### src/assert_macros.svh
// Assertion helpers shared by the parser modules.
// Each macro expects clk_i and rst_ni in the enclosing module.
`ifndef ASSERT_MACROS_SVH
`define ASSERT_MACROS_SVH

// Same-cycle implication
`define ASSERT_IMP(label, ante, cons) \
  label: assert property (@(posedge clk_i) disable iff (!rst_ni) (ante) |-> (cons)) \
    else $error("assertion failed");

// Next-cycle implication
`define ASSERT_NXT(label, ante, cons) \
  label: assert property (@(posedge clk_i) disable iff (!rst_ni) (ante) |=> (cons)) \
    else $error("assertion failed");

`endif

### src/todtp_pkg.sv
// ----------------------------------------------------------------------------
// todtp_pkg
// Shared types, character codes and constants of the time-of-day parser.
// ----------------------------------------------------------------------------
package todtp_pkg;

  // Result field widths
  localparam int TOTAL_W = 44;
  localparam int MICRO_W = 20;

  // Parameter defaults
  localparam int FRACTION_DIGITS_DEF = 6;
  localparam int NUMBER_BITS_DEF     = 31;

  // Time constants
  localparam int SEC_PER_HOUR = 3600;
  localparam int SEC_PER_MIN  = 60;
  localparam logic [MICRO_W-1:0] MICROS_PER_SEC = 20'd1000000;
  localparam logic [3:0] ROUND_DIGIT = 4'd5;

  // Character codes
  localparam logic [7:0] CH_ZERO  = 8'h30;
  localparam logic [7:0] CH_NINE  = 8'h39;
  localparam logic [7:0] CH_SPACE = 8'h20;
  localparam logic [7:0] CH_TAB   = 8'h09;
  localparam logic [7:0] CH_CR    = 8'h0d;
  localparam logic [7:0] CH_PLUS  = 8'h2b;
  localparam logic [7:0] CH_MINUS = 8'h2d;
  localparam logic [7:0] CH_COLON = 8'h3a;
  localparam logic [7:0] CH_DOT   = 8'h2e;

  // Parser phase
  typedef enum logic [2:0] {
    PH_FIRST        = 3'd0,
    PH_FIRST_SIGNED = 3'd1,
    PH_MIN          = 3'd2,
    PH_SEC          = 3'd3,
    PH_FRAC         = 3'd4,
    PH_SKIP         = 3'd5
  } phase_e;

  // Control of one finished-string record
  typedef struct packed {
    logic valid;
    logic ok;
  } rec_ctrl_t;

  // Microsecond weight of fraction digit k (first digit after the dot is 0)
  function automatic logic [MICRO_W-1:0] weight_at(logic [2:0] k);
    logic [MICRO_W-1:0] w;
    unique case (k)
      3'd0:    w = 20'd100000;
      3'd1:    w = 20'd10000;
      3'd2:    w = 20'd1000;
      3'd3:    w = 20'd100;
      3'd4:    w = 20'd10;
      3'd5:    w = 20'd1;
      default: w = 20'd0;
    endcase
    return w;
  endfunction

endpackage

### src/todtp_parse.sv
// ----------------------------------------------------------------------------
// todtp_parse
// Input register and character-level parse state; emits one record of
// time components per string on its last character.
// ----------------------------------------------------------------------------
`include "assert_macros.svh"

module todtp_parse #(
  parameter int FRACTION_DIGITS = todtp_pkg::FRACTION_DIGITS_DEF,
  parameter int NUMBER_BITS     = todtp_pkg::NUMBER_BITS_DEF
) (
  input  logic                               clk_i,
  input  logic                               rst_ni,
  input  logic                               in_valid_i,
  output logic                               in_stall_o,
  input  logic [7:0]                         character_i,
  input  logic                               is_last_i,
  output todtp_pkg::rec_ctrl_t               rec_o,
  input  logic                               rec_stall_i,
  output logic signed [NUMBER_BITS:0]        rec_hours_o,
  output logic [NUMBER_BITS-1:0]             rec_minutes_o,
  output logic signed [NUMBER_BITS+1:0]      rec_seconds_o,
  output logic [todtp_pkg::MICRO_W-1:0]      rec_micros_o
);

  localparam int NB = NUMBER_BITS;
  localparam int PW = $clog2(FRACTION_DIGITS + 1);

  typedef struct packed {
    todtp_pkg::phase_e               phase;
    logic [NB-1:0]                   accum;
    logic                            negative;
    logic                            digits;
    logic signed [NB:0]              hours;
    logic [NB-1:0]                   minutes;
    logic signed [NB+1:0]            secs;
    logic [todtp_pkg::MICRO_W-1:0]   frac;
    logic [PW-1:0]                   fpos;
    logic                            stopped;
    logic                            failed;
  } parse_t;

  // One parser step; at_end feeds the end-of-string marker instead of ch
  function automatic parse_t feed(parse_t s, logic [7:0] ch, logic at_end);
    parse_t r;
    logic is_digit;
    logic is_space;
    logic is_colon;
    logic is_dot;
    logic is_sign;
    logic [3:0] d;
    logic [NB+3:0] nxt;
    logic signed [NB:0] v;
    logic [todtp_pkg::MICRO_W-1:0] fr;
    r        = s;
    is_digit = !at_end && (ch >= todtp_pkg::CH_ZERO) && (ch <= todtp_pkg::CH_NINE);
    is_space = !at_end && ((ch == todtp_pkg::CH_SPACE) ||
               ((ch >= todtp_pkg::CH_TAB) && (ch <= todtp_pkg::CH_CR)));
    is_colon = !at_end && (ch == todtp_pkg::CH_COLON);
    is_dot   = !at_end && (ch == todtp_pkg::CH_DOT);
    is_sign  = !at_end && ((ch == todtp_pkg::CH_PLUS) || (ch == todtp_pkg::CH_MINUS));
    d        = is_digit ? ch[3:0] : 4'd0;
    nxt      = (NB+4)'({s.accum, 3'b000}) + (NB+4)'({s.accum, 1'b0}) + (NB+4)'(d);
    v        = s.negative ? -$signed({1'b0, s.accum}) : $signed({1'b0, s.accum});
    fr       = s.frac;
    unique case (s.phase)
      todtp_pkg::PH_FIRST, todtp_pkg::PH_FIRST_SIGNED,
      todtp_pkg::PH_MIN, todtp_pkg::PH_SEC: begin
        if (is_digit) begin
          // accumulate, fail on magnitude overflow
          if (nxt[NB+3:NB] != '0) begin
            r.failed  = 1'b1;
            r.stopped = 1'b1;
          end else begin
            r.accum  = nxt[NB-1:0];
            r.digits = 1'b1;
          end
        end else if (!s.digits) begin
          if (s.phase != todtp_pkg::PH_FIRST_SIGNED && is_space) begin
            r.stopped = s.stopped;
          end else if (s.phase == todtp_pkg::PH_FIRST && is_sign) begin
            r.negative = (ch == todtp_pkg::CH_MINUS);
            r.phase    = todtp_pkg::PH_FIRST_SIGNED;
          end else begin
            r.failed  = 1'b1;
            r.stopped = 1'b1;
          end
        end else begin
          // number ended by this character
          r.accum    = '0;
          r.digits   = 1'b0;
          r.negative = 1'b0;
          if (s.phase == todtp_pkg::PH_FIRST || s.phase == todtp_pkg::PH_FIRST_SIGNED) begin
            if (is_colon) begin
              r.hours = v;
              r.phase = todtp_pkg::PH_MIN;
            end else begin
              r.secs    = (NB+2)'(v);
              r.hours   = '0;
              r.minutes = '0;
              if (is_dot) r.phase = todtp_pkg::PH_FRAC;
              else        r.stopped = 1'b1;
            end
          end else if (s.phase == todtp_pkg::PH_MIN) begin
            r.minutes = s.accum;
            if (is_colon) begin
              r.phase = todtp_pkg::PH_SEC;
            end else begin
              r.secs    = '0;
              r.stopped = 1'b1;
            end
          end else begin
            r.secs = (NB+2)'(v);
            if (is_dot) r.phase = todtp_pkg::PH_FRAC;
            else        r.stopped = 1'b1;
          end
        end
      end
      todtp_pkg::PH_FRAC: begin
        if (!is_digit) begin
          r.stopped = 1'b1;
        end else if (s.fpos < PW'(FRACTION_DIGITS)) begin
          r.frac = s.frac + 20'(d) * todtp_pkg::weight_at(3'(s.fpos));
          r.fpos = s.fpos + PW'(1);
        end else begin
          // rounding digit, carry into seconds on overflow
          if (d >= todtp_pkg::ROUND_DIGIT) begin
            fr = s.frac + todtp_pkg::weight_at(3'(FRACTION_DIGITS - 1));
            if (fr >= todtp_pkg::MICROS_PER_SEC) begin
              r.frac = '0;
              r.secs = s.secs + (NB+2)'(1);
            end else begin
              r.frac = fr;
            end
          end
          r.phase = todtp_pkg::PH_SKIP;
        end
      end
      todtp_pkg::PH_SKIP: begin
        if (!is_digit) r.stopped = 1'b1;
      end
      default: begin
        r.failed  = 1'b1;
        r.stopped = 1'b1;
      end
    endcase
    return r;
  endfunction

  // Input register
  logic       in_vld_q, in_vld_d;
  logic [7:0] char_q;
  logic       last_q;
  logic       in_acc;
  logic       adv;

  // Parse state and record register
  parse_t st_q, st_d;
  parse_t s_char, s_end;
  logic   rec_rdy;
  logic   rec_vld_q, rec_vld_d;
  logic   rec_ok_q;
  logic signed [NB:0]            rec_hours_q;
  logic [NB-1:0]                 rec_minutes_q;
  logic signed [NB+1:0]          rec_seconds_q;
  logic [todtp_pkg::MICRO_W-1:0] rec_micros_q;

  // Handshake and advance
  assign rec_rdy    = !rec_vld_q || !rec_stall_i;
  assign adv        = in_vld_q && (!last_q || rec_rdy);
  assign in_stall_o = in_vld_q && !adv;
  assign in_acc     = in_valid_i && !in_stall_o;

  always_comb begin
    in_vld_d = in_vld_q;
    if (in_acc)   in_vld_d = 1'b1;
    else if (adv) in_vld_d = 1'b0;
  end

  // Parse step, plus end-of-string step on the last character
  always_comb begin
    s_char = st_q.stopped ? st_q : feed(st_q, char_q, 1'b0);
    s_end  = s_char.stopped ? s_char : feed(s_char, char_q, 1'b1);
    st_d   = st_q;
    if (adv) begin
      if (last_q) st_d = '0;
      else        st_d = s_char;
    end
  end

  assign rec_vld_d = rec_rdy ? (adv && last_q) : rec_vld_q;

  always_ff @(posedge clk_i or negedge rst_ni) begin
    if (!rst_ni) begin
      in_vld_q  <= 1'b0;
      st_q      <= '0;
      rec_vld_q <= 1'b0;
    end else begin
      in_vld_q  <= in_vld_d;
      st_q      <= st_d;
      rec_vld_q <= rec_vld_d;
    end
  end

  // Payload registers
  always_ff @(posedge clk_i) begin
    if (in_acc) begin
      char_q <= character_i;
      last_q <= is_last_i;
    end
    if (adv && last_q) begin
      rec_ok_q      <= !s_end.failed;
      rec_hours_q   <= s_end.hours;
      rec_minutes_q <= s_end.minutes;
      rec_seconds_q <= s_end.secs;
      rec_micros_q  <= s_end.frac;
    end
  end

  assign rec_o.valid   = rec_vld_q;
  assign rec_o.ok      = rec_ok_q;
  assign rec_hours_o   = rec_hours_q;
  assign rec_minutes_o = rec_minutes_q;
  assign rec_seconds_o = rec_seconds_q;
  assign rec_micros_o  = rec_micros_q;

  // Assertions
  `ASSERT_NXT(a_rec_loaded, adv && last_q, rec_vld_q)
  `ASSERT_IMP(a_stall_only_on_full_rec, in_stall_o, in_vld_q && last_q && rec_vld_q)
  `ASSERT_NXT(a_rec_held, rec_vld_q && rec_stall_i, rec_vld_q && $stable(rec_seconds_q))

endmodule

### src/todtp_sum.sv
// ----------------------------------------------------------------------------
// todtp_sum
// Folds hours, minutes and seconds into total seconds over two stages and
// keeps the held time in the output register.
// ----------------------------------------------------------------------------
`include "assert_macros.svh"

module todtp_sum #(
  parameter int NUMBER_BITS = todtp_pkg::NUMBER_BITS_DEF
) (
  input  logic                                 clk_i,
  input  logic                                 rst_ni,
  input  todtp_pkg::rec_ctrl_t                 rec_i,
  output logic                                 rec_stall_o,
  input  logic signed [NUMBER_BITS:0]          rec_hours_i,
  input  logic [NUMBER_BITS-1:0]               rec_minutes_i,
  input  logic signed [NUMBER_BITS+1:0]        rec_seconds_i,
  input  logic [todtp_pkg::MICRO_W-1:0]        rec_micros_i,
  output logic                                 out_valid_o,
  input  logic                                 out_stall_i,
  output logic signed [todtp_pkg::TOTAL_W-1:0] total_seconds_o,
  output logic [todtp_pkg::MICRO_W-1:0]        microseconds_o,
  output logic                                 ok_o
);

  localparam int TW = todtp_pkg::TOTAL_W;

  logic b_rdy, out_rdy;
  logic b_vld_q, b_vld_d;
  logic b_ok_q;
  logic [TW-1:0] b_ph_q, b_pms_q;
  logic [todtp_pkg::MICRO_W-1:0] b_micros_q;
  logic signed [TW-1:0] h_ext;
  logic [TW-1:0] ph_d, pms_d;

  logic out_vld_q, out_vld_d;
  logic ok_q;
  logic [TW-1:0] total_q, total_d;
  logic [todtp_pkg::MICRO_W-1:0] micros_q, micros_d;

  // Stage handshake
  assign out_rdy     = !out_vld_q || !out_stall_i;
  assign b_rdy       = !b_vld_q || out_rdy;
  assign rec_stall_o = !b_rdy;
  assign b_vld_d     = b_rdy ? rec_i.valid : b_vld_q;
  assign out_vld_d   = out_rdy ? b_vld_q : out_vld_q;

  // Partial products
  assign h_ext = TW'(rec_hours_i);
  assign ph_d  = h_ext * TW'(todtp_pkg::SEC_PER_HOUR);
  assign pms_d = TW'(rec_minutes_i) * TW'(todtp_pkg::SEC_PER_MIN) + TW'(rec_seconds_i);

  // Held time is replaced only by a successful parse
  always_comb begin
    total_d  = total_q;
    micros_d = micros_q;
    if (out_rdy && b_vld_q && b_ok_q) begin
      total_d  = b_ph_q + b_pms_q;
      micros_d = b_micros_q;
    end
  end

  always_ff @(posedge clk_i or negedge rst_ni) begin
    if (!rst_ni) begin
      b_vld_q   <= 1'b0;
      out_vld_q <= 1'b0;
      total_q   <= '0;
      micros_q  <= '0;
    end else begin
      b_vld_q   <= b_vld_d;
      out_vld_q <= out_vld_d;
      total_q   <= total_d;
      micros_q  <= micros_d;
    end
  end

  // Payload registers
  always_ff @(posedge clk_i) begin
    if (b_rdy && rec_i.valid) begin
      b_ok_q     <= rec_i.ok;
      b_ph_q     <= ph_d;
      b_pms_q    <= pms_d;
      b_micros_q <= rec_micros_i;
    end
    if (out_rdy && b_vld_q) begin
      ok_q <= b_ok_q;
    end
  end

  assign out_valid_o     = out_vld_q;
  assign total_seconds_o = $signed(total_q);
  assign microseconds_o  = micros_q;
  assign ok_o            = ok_q;

  // Assertions
  `ASSERT_NXT(a_fail_keeps_time, out_rdy && b_vld_q && !b_ok_q, $stable(total_q) && $stable(micros_q))
  `ASSERT_IMP(a_micros_range, out_vld_q, micros_q < todtp_pkg::MICROS_PER_SEC)
  `ASSERT_IMP(a_rec_stall_cause, rec_stall_o, b_vld_q && out_vld_q && out_stall_i)

endmodule

### src/time_of_day_text_parser_top.sv
// Result path: the result of a string passes the record, fold and output
// registers after its last character is accepted; other characters give no result.
// Throughput: one character per cycle while in_stall_o is low, set by the
// single-step parse register. Reset (rst_ni, asynchronous, active low) clears
// the parse state and the held time to zero.
// ----------------------------------------------------------------------------
// time_of_day_text_parser_top
// Parses H:M, H:M:S[.frac] and S[.frac] strings one character per
// transaction and returns total seconds, microseconds and a success flag.
// ----------------------------------------------------------------------------
module time_of_day_text_parser_top #(
  parameter int FRACTION_DIGITS = todtp_pkg::FRACTION_DIGITS_DEF,
  parameter int NUMBER_BITS     = todtp_pkg::NUMBER_BITS_DEF
) (
  input  logic                                 clk_i,
  input  logic                                 rst_ni,
  input  logic                                 in_valid_i,
  output logic                                 in_stall_o,
  input  logic [7:0]                           character_i,
  input  logic                                 is_last_i,
  output logic                                 out_valid_o,
  input  logic                                 out_stall_i,
  output logic signed [todtp_pkg::TOTAL_W-1:0] total_seconds_o,
  output logic [todtp_pkg::MICRO_W-1:0]        microseconds_o,
  output logic                                 ok_o
);

  todtp_pkg::rec_ctrl_t                rec;
  logic                                rec_stall;
  logic signed [NUMBER_BITS:0]         rec_hours;
  logic [NUMBER_BITS-1:0]              rec_minutes;
  logic signed [NUMBER_BITS+1:0]       rec_seconds;
  logic [todtp_pkg::MICRO_W-1:0]       rec_micros;

  // Character parser
  todtp_parse #(
    .FRACTION_DIGITS (FRACTION_DIGITS),
    .NUMBER_BITS     (NUMBER_BITS)
  ) u_parse (
    .clk_i         (clk_i),
    .rst_ni        (rst_ni),
    .in_valid_i    (in_valid_i),
    .in_stall_o    (in_stall_o),
    .character_i   (character_i),
    .is_last_i     (is_last_i),
    .rec_o         (rec),
    .rec_stall_i   (rec_stall),
    .rec_hours_o   (rec_hours),
    .rec_minutes_o (rec_minutes),
    .rec_seconds_o (rec_seconds),
    .rec_micros_o  (rec_micros)
  );

  // Total-seconds fold and held time
  todtp_sum #(
    .NUMBER_BITS (NUMBER_BITS)
  ) u_sum (
    .clk_i           (clk_i),
    .rst_ni          (rst_ni),
    .rec_i           (rec),
    .rec_stall_o     (rec_stall),
    .rec_hours_i     (rec_hours),
    .rec_minutes_i   (rec_minutes),
    .rec_seconds_i   (rec_seconds),
    .rec_micros_i    (rec_micros),
    .out_valid_o     (out_valid_o),
    .out_stall_i     (out_stall_i),
    .total_seconds_o (total_seconds_o),
    .microseconds_o  (microseconds_o),
    .ok_o            (ok_o)
  );

endmodule

### config.mk
export PLATFORM = sky130hd
export DESIGN_NAME = time_of_day_text_parser_top
export DESIGN_NICKNAME = d
export VERILOG_FILES = /design/src/todtp_pkg.sv /design/src/todtp_parse.sv /design/src/todtp_sum.sv /design/src/time_of_day_text_parser_top.sv
export VERILOG_INCLUDE_DIRS = /design/src /design/src/src
export SDC_FILE = /design/constraint.sdc
export NUM_CORES = 2
export LEC_CHECK = 0
export ABC_CLOCK_PERIOD_IN_PS = 5980
export BUFFER_PORTS_ARGS = -buffer_cell sky130_fd_sc_hd__buf_2
export CORE_UTILIZATION = 59
export DETAILED_ROUTE_END_ITERATION = 12
export PLACE_DENSITY = 0.82
export SLEW_MARGIN = 20
export SYNTH_ARGS = -nofsm -noshare
export SYNTH_HDL_FRONTEND = slang
export SYNTH_SLANG_ARGS = --single-unit
export TNS_END_PERCENT = 5
### constraint.sdc
create_clock -name clk_i -period 5.98 [get_ports clk_i]
set_input_delay 1.196 -clock clk_i [delete_from_list [all_inputs] [get_ports clk_i]]
set_output_delay 1.196 -clock clk_i [all_outputs]
set_load 0.005 [all_outputs]
After elaboration in Yosys (flattened, before gate mapping):

Index checks and enable logic that the tools add are counted.

* register bits: 457
* word-level logic and storage cells: 181
* input bits: 13
* output and inout port bits: 67

* $lt $le $gt $ge: 7
* add/subtract/negate cells: 10
* multiplexer cells: 75
* equality and inequality tests: 21
* reductions and logical operators: 36
* $mul: 3

Operator list (count)
* two-way mux 96 bit: 5
* two-way mux 157 bit: 2
* two-way mux 64 bit: 3
* two-way mux 33 bit: 5
* two-way mux 32 bit: 5
* two-way mux 31 bit: 5
* two-way mux 121 bit: 1
* one-hot mux 17 bit (6 select lines): 1
* two-way mux 20 bit: 5
* one-hot mux 33 bit (2 select lines): 1
* negation 31 -> 32 bit: 2
* two-way mux 56 bit: 1
* two-way mux 53 bit: 1
* adder 44 bit: 1
* == test 8 x 6 -> 1 bit (second input constant): 5
* multiplier 32 x 9 -> 40 bit (second input constant): 1
* adder 38 x 33 -> 39 bit: 1
* two-way mux 3 bit: 12
* adder 34 x 32 -> 35 bit: 1
* adder 35 x 4 -> 35 bit: 1
* multiplier 31 x 4 -> 35 bit (second input constant): 1
* adder 33 x 2 -> 33 bit (second input constant): 1
* two-way mux 23 bit: 1
* adder 20 x 1 -> 20 bit (second input constant): 1
* 27 further kinds: 89

Logic depth before layout (Yosys ltp):

* word-level depth: 19
* depth in mapped cells: 30
* mapped depth without buffers: 30

Hierarchy:

Synthesis repeated with hierarchy kept, for this count alone.

* cells, all modules: 4137
* area, all modules: 37412.1 um2

By module, submodules not included
* todtp_parse: times used 1, cells each 2313, sequential area each 7762.4 um2, area each 20350.8 um2
* todtp_sum: times used 1, cells each 1824, sequential area each 4684.5 um2, area each 17061.4 um2

Worst setup path before layout:

Ideal clock, no wire load.

* kind: input port to flip-flop
* from: in out_stall_i
* to: reg u_sum.b_micros_q[0] (netlist name), enable pin
* path slack: -0.424 ns
* data required time: 5.409 ns
* data arrival time: 5.832 ns
* path buffers: 0
* library setup time: 0.571 ns
* stages: 2
* cell sequence: and3_1 > nor2b_1

* longest elaborated chain between the ends: 4

Ends and longest elaborated chain
* start, declared: RTL line time_of_day_text_parser_top.sv:22 `input logic out_stall_i,`
* logical NOT 1 bit: RTL line todtp_sum.sv:42 `assign out_rdy = !out_vld_q || !out_stall_i;`
* logical OR 1 bit: RTL line todtp_sum.sv:42
* logical OR 1 bit: RTL line todtp_sum.sv:43 `assign b_rdy = !b_vld_q || out_rdy;`
* logical AND 1 bit: RTL line todtp_sum.sv:79 `if (b_rdy && rec_i.valid) begin`
* end signal, assigned: RTL line todtp_sum.sv:83 `b_micros_q <= rec_micros_i;`
* end, declared: RTL line todtp_sum.sv:32 `logic [todtp_pkg::MICRO_W-1:0] b_micros_q;`

Every way passes these cells.
A chain may end at the register's enable or synchronous reset.

Worst setup path in the final report:

* from: reg u_parse.rec_minutes_q[0], in the netlist u_parse.rec_minutes_o[0]
* to: reg u_sum.b_pms_q[37], data pin

* longest elaborated chain between the ends: 2

Ends and longest elaborated chain
* start, declared: RTL line todtp_parse.sv:164 `logic [NB-1:0] rec_minutes_q;`
* start signal, assigned: RTL line todtp_parse.sv:214 `rec_minutes_q <= s_end.minutes;`
* multiplier 31 x 4 -> 35 bit: RTL line todtp_sum.sv:51 `assign pms_d = TW'(rec_minutes_i) * TW'(todtp_pkg::SEC_PER_MIN) + TW'(rec_seconds_i);`
* adder 38 x 33 -> 39 bit: RTL line todtp_sum.sv:51
* named net u_sum.pms_d[37]: RTL line todtp_sum.sv:34 `logic [TW-1:0] ph_d, pms_d;`
* end signal, assigned: RTL line todtp_sum.sv:82 `b_pms_q <= pms_d;`
* end, declared: RTL line todtp_sum.sv:31 `logic [TW-1:0] b_ph_q, b_pms_q;`

The timed path passes the listed nets, and every way through them passes these cells.

==> impl_metrics.tcl <==
set metrics [dict create \
    grt_antenna_before_repair 4 \
    layout-drive-gt1-share_pct 14.2 \
    die_area_um2 62300 \
    rr_worst_depth 30 \
    startpoint_type "register" \
    cts.path.max_buffers 3 \
    grt_max_degree 141 \
    syn-num-nets 4374 \
    tns_ps -920 \
    synth_most_common_cell "nand2_1" \
    synth_top_cell_by_area "edfxtp_1" \
    initial_utilization_pct 59.8 \
    max_clock_freq_mhz 158 \
    placed_cells 4821 \
    synth_top_family_by_area "compound AO/OA/AOI/OAI gates" \
    skew_ps 41.9 \
    drc 0 \
    whs_endpoint "u_sum.b_pms_q[1]" \
    power_density_nw_per_um2 278 \
    outcome "finished, violations left" \
    postCtsHoldBufs 0 \
    grt_pass1_vias 29854 \
    post-place-ws_ps -530 \
    cts.sinks 452 \
    timing.final.crit_share_pct 106 \
    coreArea_um2 60500 \
    hold_viol 0 \
    violations "setup timing" \
    worstSkewPairLatency_ps 630 \
    clkTransAtPathRegs_ps 60 \
    r2r_start "u_parse.rec_minutes_o[0]" \
    die_h_um 250 \
    cp.required_ps 6310 \
    critPathMaxFanout 3 \
    synth-adder-area-share_pct 19.7 \
    ys_top_cells_by_area "edfxtp_1 19%, dfrtp_1 16%, ha_1 11%" \
    area_growth_pct 13.7 \
    vias 31058 \
    gp_congestion 0.927 \
    slew_headroom_pct 20.4 \
    instances_no_fill 4932 \
    synth_compound_area_share_pct 19.8 \
    cts-root-buf "clkbuf_16" \
    die_x_um 250 \
    first_iter_violations 3412 \
    yosys_register_bits 452 \
    synth_top_area_share_pct 18.8 \
    peakVddDrop_v 0.000230 \
    arrival_ps 6670 \
    grt_overflow_total 0 \
    synth_common_cells "400 x nand2_1, 320 x ha_1, 301 x nor2_1" \
    dp_hpwl_um 75000 \
    synth_seq_area_share_pct 34.4 \
    viasPerCell 6.30 \
    yosysWarningCount 0 \
    first_pass_iters 6 \
    port_buffers 79 \
    rsz0062_at_grt "yes" \
    tightest_slew_ps 1190 \
    synth_mux_area_share_pct 1.34 \
    synth-simple-area-share_pct 14.2 \
    end_kind "register" \
    hold_start "u_parse.rec_seconds_o[1]" \
    postSynthCellCount 3885 \
    power_leakage_nw 18.5 \
    grt_pass1_wl_um 160000 \
    routed_wl_um 101000 \
    p_total_mw 11.4 \
    cts_tree "built" \
    avgSynthCellArea_um2 9.31 \
    worstSetupPathType "register to register" \
    setup_viol 4 \
    slowest_delay_ps 570 \
    r2r-end "u_sum.b_pms_q[37]" \
    num_io_pins 80 \
    grt_usage_pct 32.2 \
    synth_enable_flop_cells 227 \
    rows 90 \
    fin_crit_ps 6340 \
    wire_per_inst_um 20.6 \
    hold_depth 0 \
    crit_slowest_cell "fa_1" \
    synthArstFlopShare_pct 49.8 \
    numCtsBuffers 52 \
    setup_slack_ps -357 \
    synthFlopType "edfxtp_1" \
    hold_class "register to register" \
    report.final.slew_viol_count 0 \
    layout.nets 4593 \
    r2r_setup_slack_ps -360 \
    synth-xor-area-share_pct 5.71 \
    antenna_left 0 \
    netlist_area_um2 36200 \
    max_cap_viol_count 0 \
    synth.distinct_cells 102 \
    h-tree-depth 2 \
]
-- repair_timing --
| item | in CTS | in global routing |
|---|---|---|
| setup endpoints to repair | 9 | 79 |
| pin swaps | 11 | 31 |
| gates resized for setup | 16 | 61 |
| buffers inserted | 1 | 10 |
-- sequential cells by signal (all words and copies together) (netlist names), 8 cells and up --
register	count
u_parse.rec_hours_o	32
u_parse.rec_micros_o	20
u_parse.rec_minutes_o	31
u_sum.b_pms_q	39
u_sum.b_ph_q	40
u_parse.char_q	8
u_parse.st_q	157
u_parse.rec_seconds_o	33
u_sum.b_micros_q	20
u_sum.total_seconds_o	44
u_sum.microseconds_o	20
-- per-stage QoR --
stage	hold WS, ps	utilization [%]	cell area, um^2
finish	414	68.0	41100
global route	421	68.0	41100
CTS	409	67.5	40800
detailed placement	405	64.3	38900
global placement	401	64.3	38900
floorplan	400	-	36200
-- power breakdown --
part,internal [mW],switching (mW)
combinational,1.87,2.19
sequential,3.74,0.190
clock,2.03,1.40
-- cells in the final DEF, fill, tap and decap left out, types with 18 or more instances in the layout --
cell,count
a211oi_1,29
a21o_1,69
a21oi_1,273
a22o_1,105
a22oi_1,27
a31oi_1,33
and3_1,25
buf_2,78
buf_4,261
clkbuf_16,54
dfrtp_1,225
edfxtp_1,227
fa_1,155
ha_1,317
inv_1,270
mux2_2,29
nand2_1,398
nand2b_1,28
nand3_1,83
nand4_1,35
nor2_1,295
nor2b_1,29
nor3_1,73
o21a_1,28
o21ai_0,280
o21ai_1,24
o21bai_1,18
o22ai_1,23
o31ai_1,30
or3_1,28
xnor2_1,141
xor2_1,95
-- worst max-delay path: cells and delay by family (launching register included) --
kind,cells,cell delay (ps)
flip-flops,1,420
AND/OR/NAND/NOR,5,820
AO/OA/AOI/OAI,15,2500
buffers and inverters,4,430
adder cells (fa/ha/maj),4,1580
XOR/XNOR,2,280
-- routing by layer --
layer,wire length [um],global-route usage [%],vias up
li1,-,-,14369
met1,42600,45.5,14877
met2,45300,50.2,1543
met3,10200,6.12,265
met4,3230,10.2,4
met5,30,0,-
-- how the worst max path moves through the flow --
stage,start,depth (start not counted),to,slack [ps]
3_3_place_gp,u_parse.rec_minutes_o[0],29,u_sum.b_pms_q[37],-430
3_5_place_dp,u_parse.rec_minutes_o[0],29,u_sum.b_pms_q[37],-530
6_report,u_parse.rec_minutes_o[0],30,u_sum.b_pms_q[37],-360
2_1_floorplan,u_parse.rec_minutes_o[2],28,u_sum.b_pms_q[37],-80
5_1_grt,u_parse.rec_minutes_o[0],30,u_sum.b_pms_q[37],-610
4_1_cts,u_parse.rec_minutes_o[2],30,u_sum.b_pms_q[37],-440
-- logic make-up after synthesis --
kind of cell    count (synthesis)
compound gates               1110
flops                         452
fa+ha+maj                     476
xor+xnor                      236
simple gates                 1110
buf+inv                       456
mux                            45
-- layout make-up --
type	count	area, um^2
Clock inverter	35	428
Sequential cell	452	12400
Antenna cell	2	5.00
Clock buffer	63	1440
Fill cell	4555	19300
Multi-Input combinational cell	2977	22300
Timing Repair Buffer	346	2470
Inverter	275	1030
Tap cell	782	978
(Power assumes the default switching activity.)
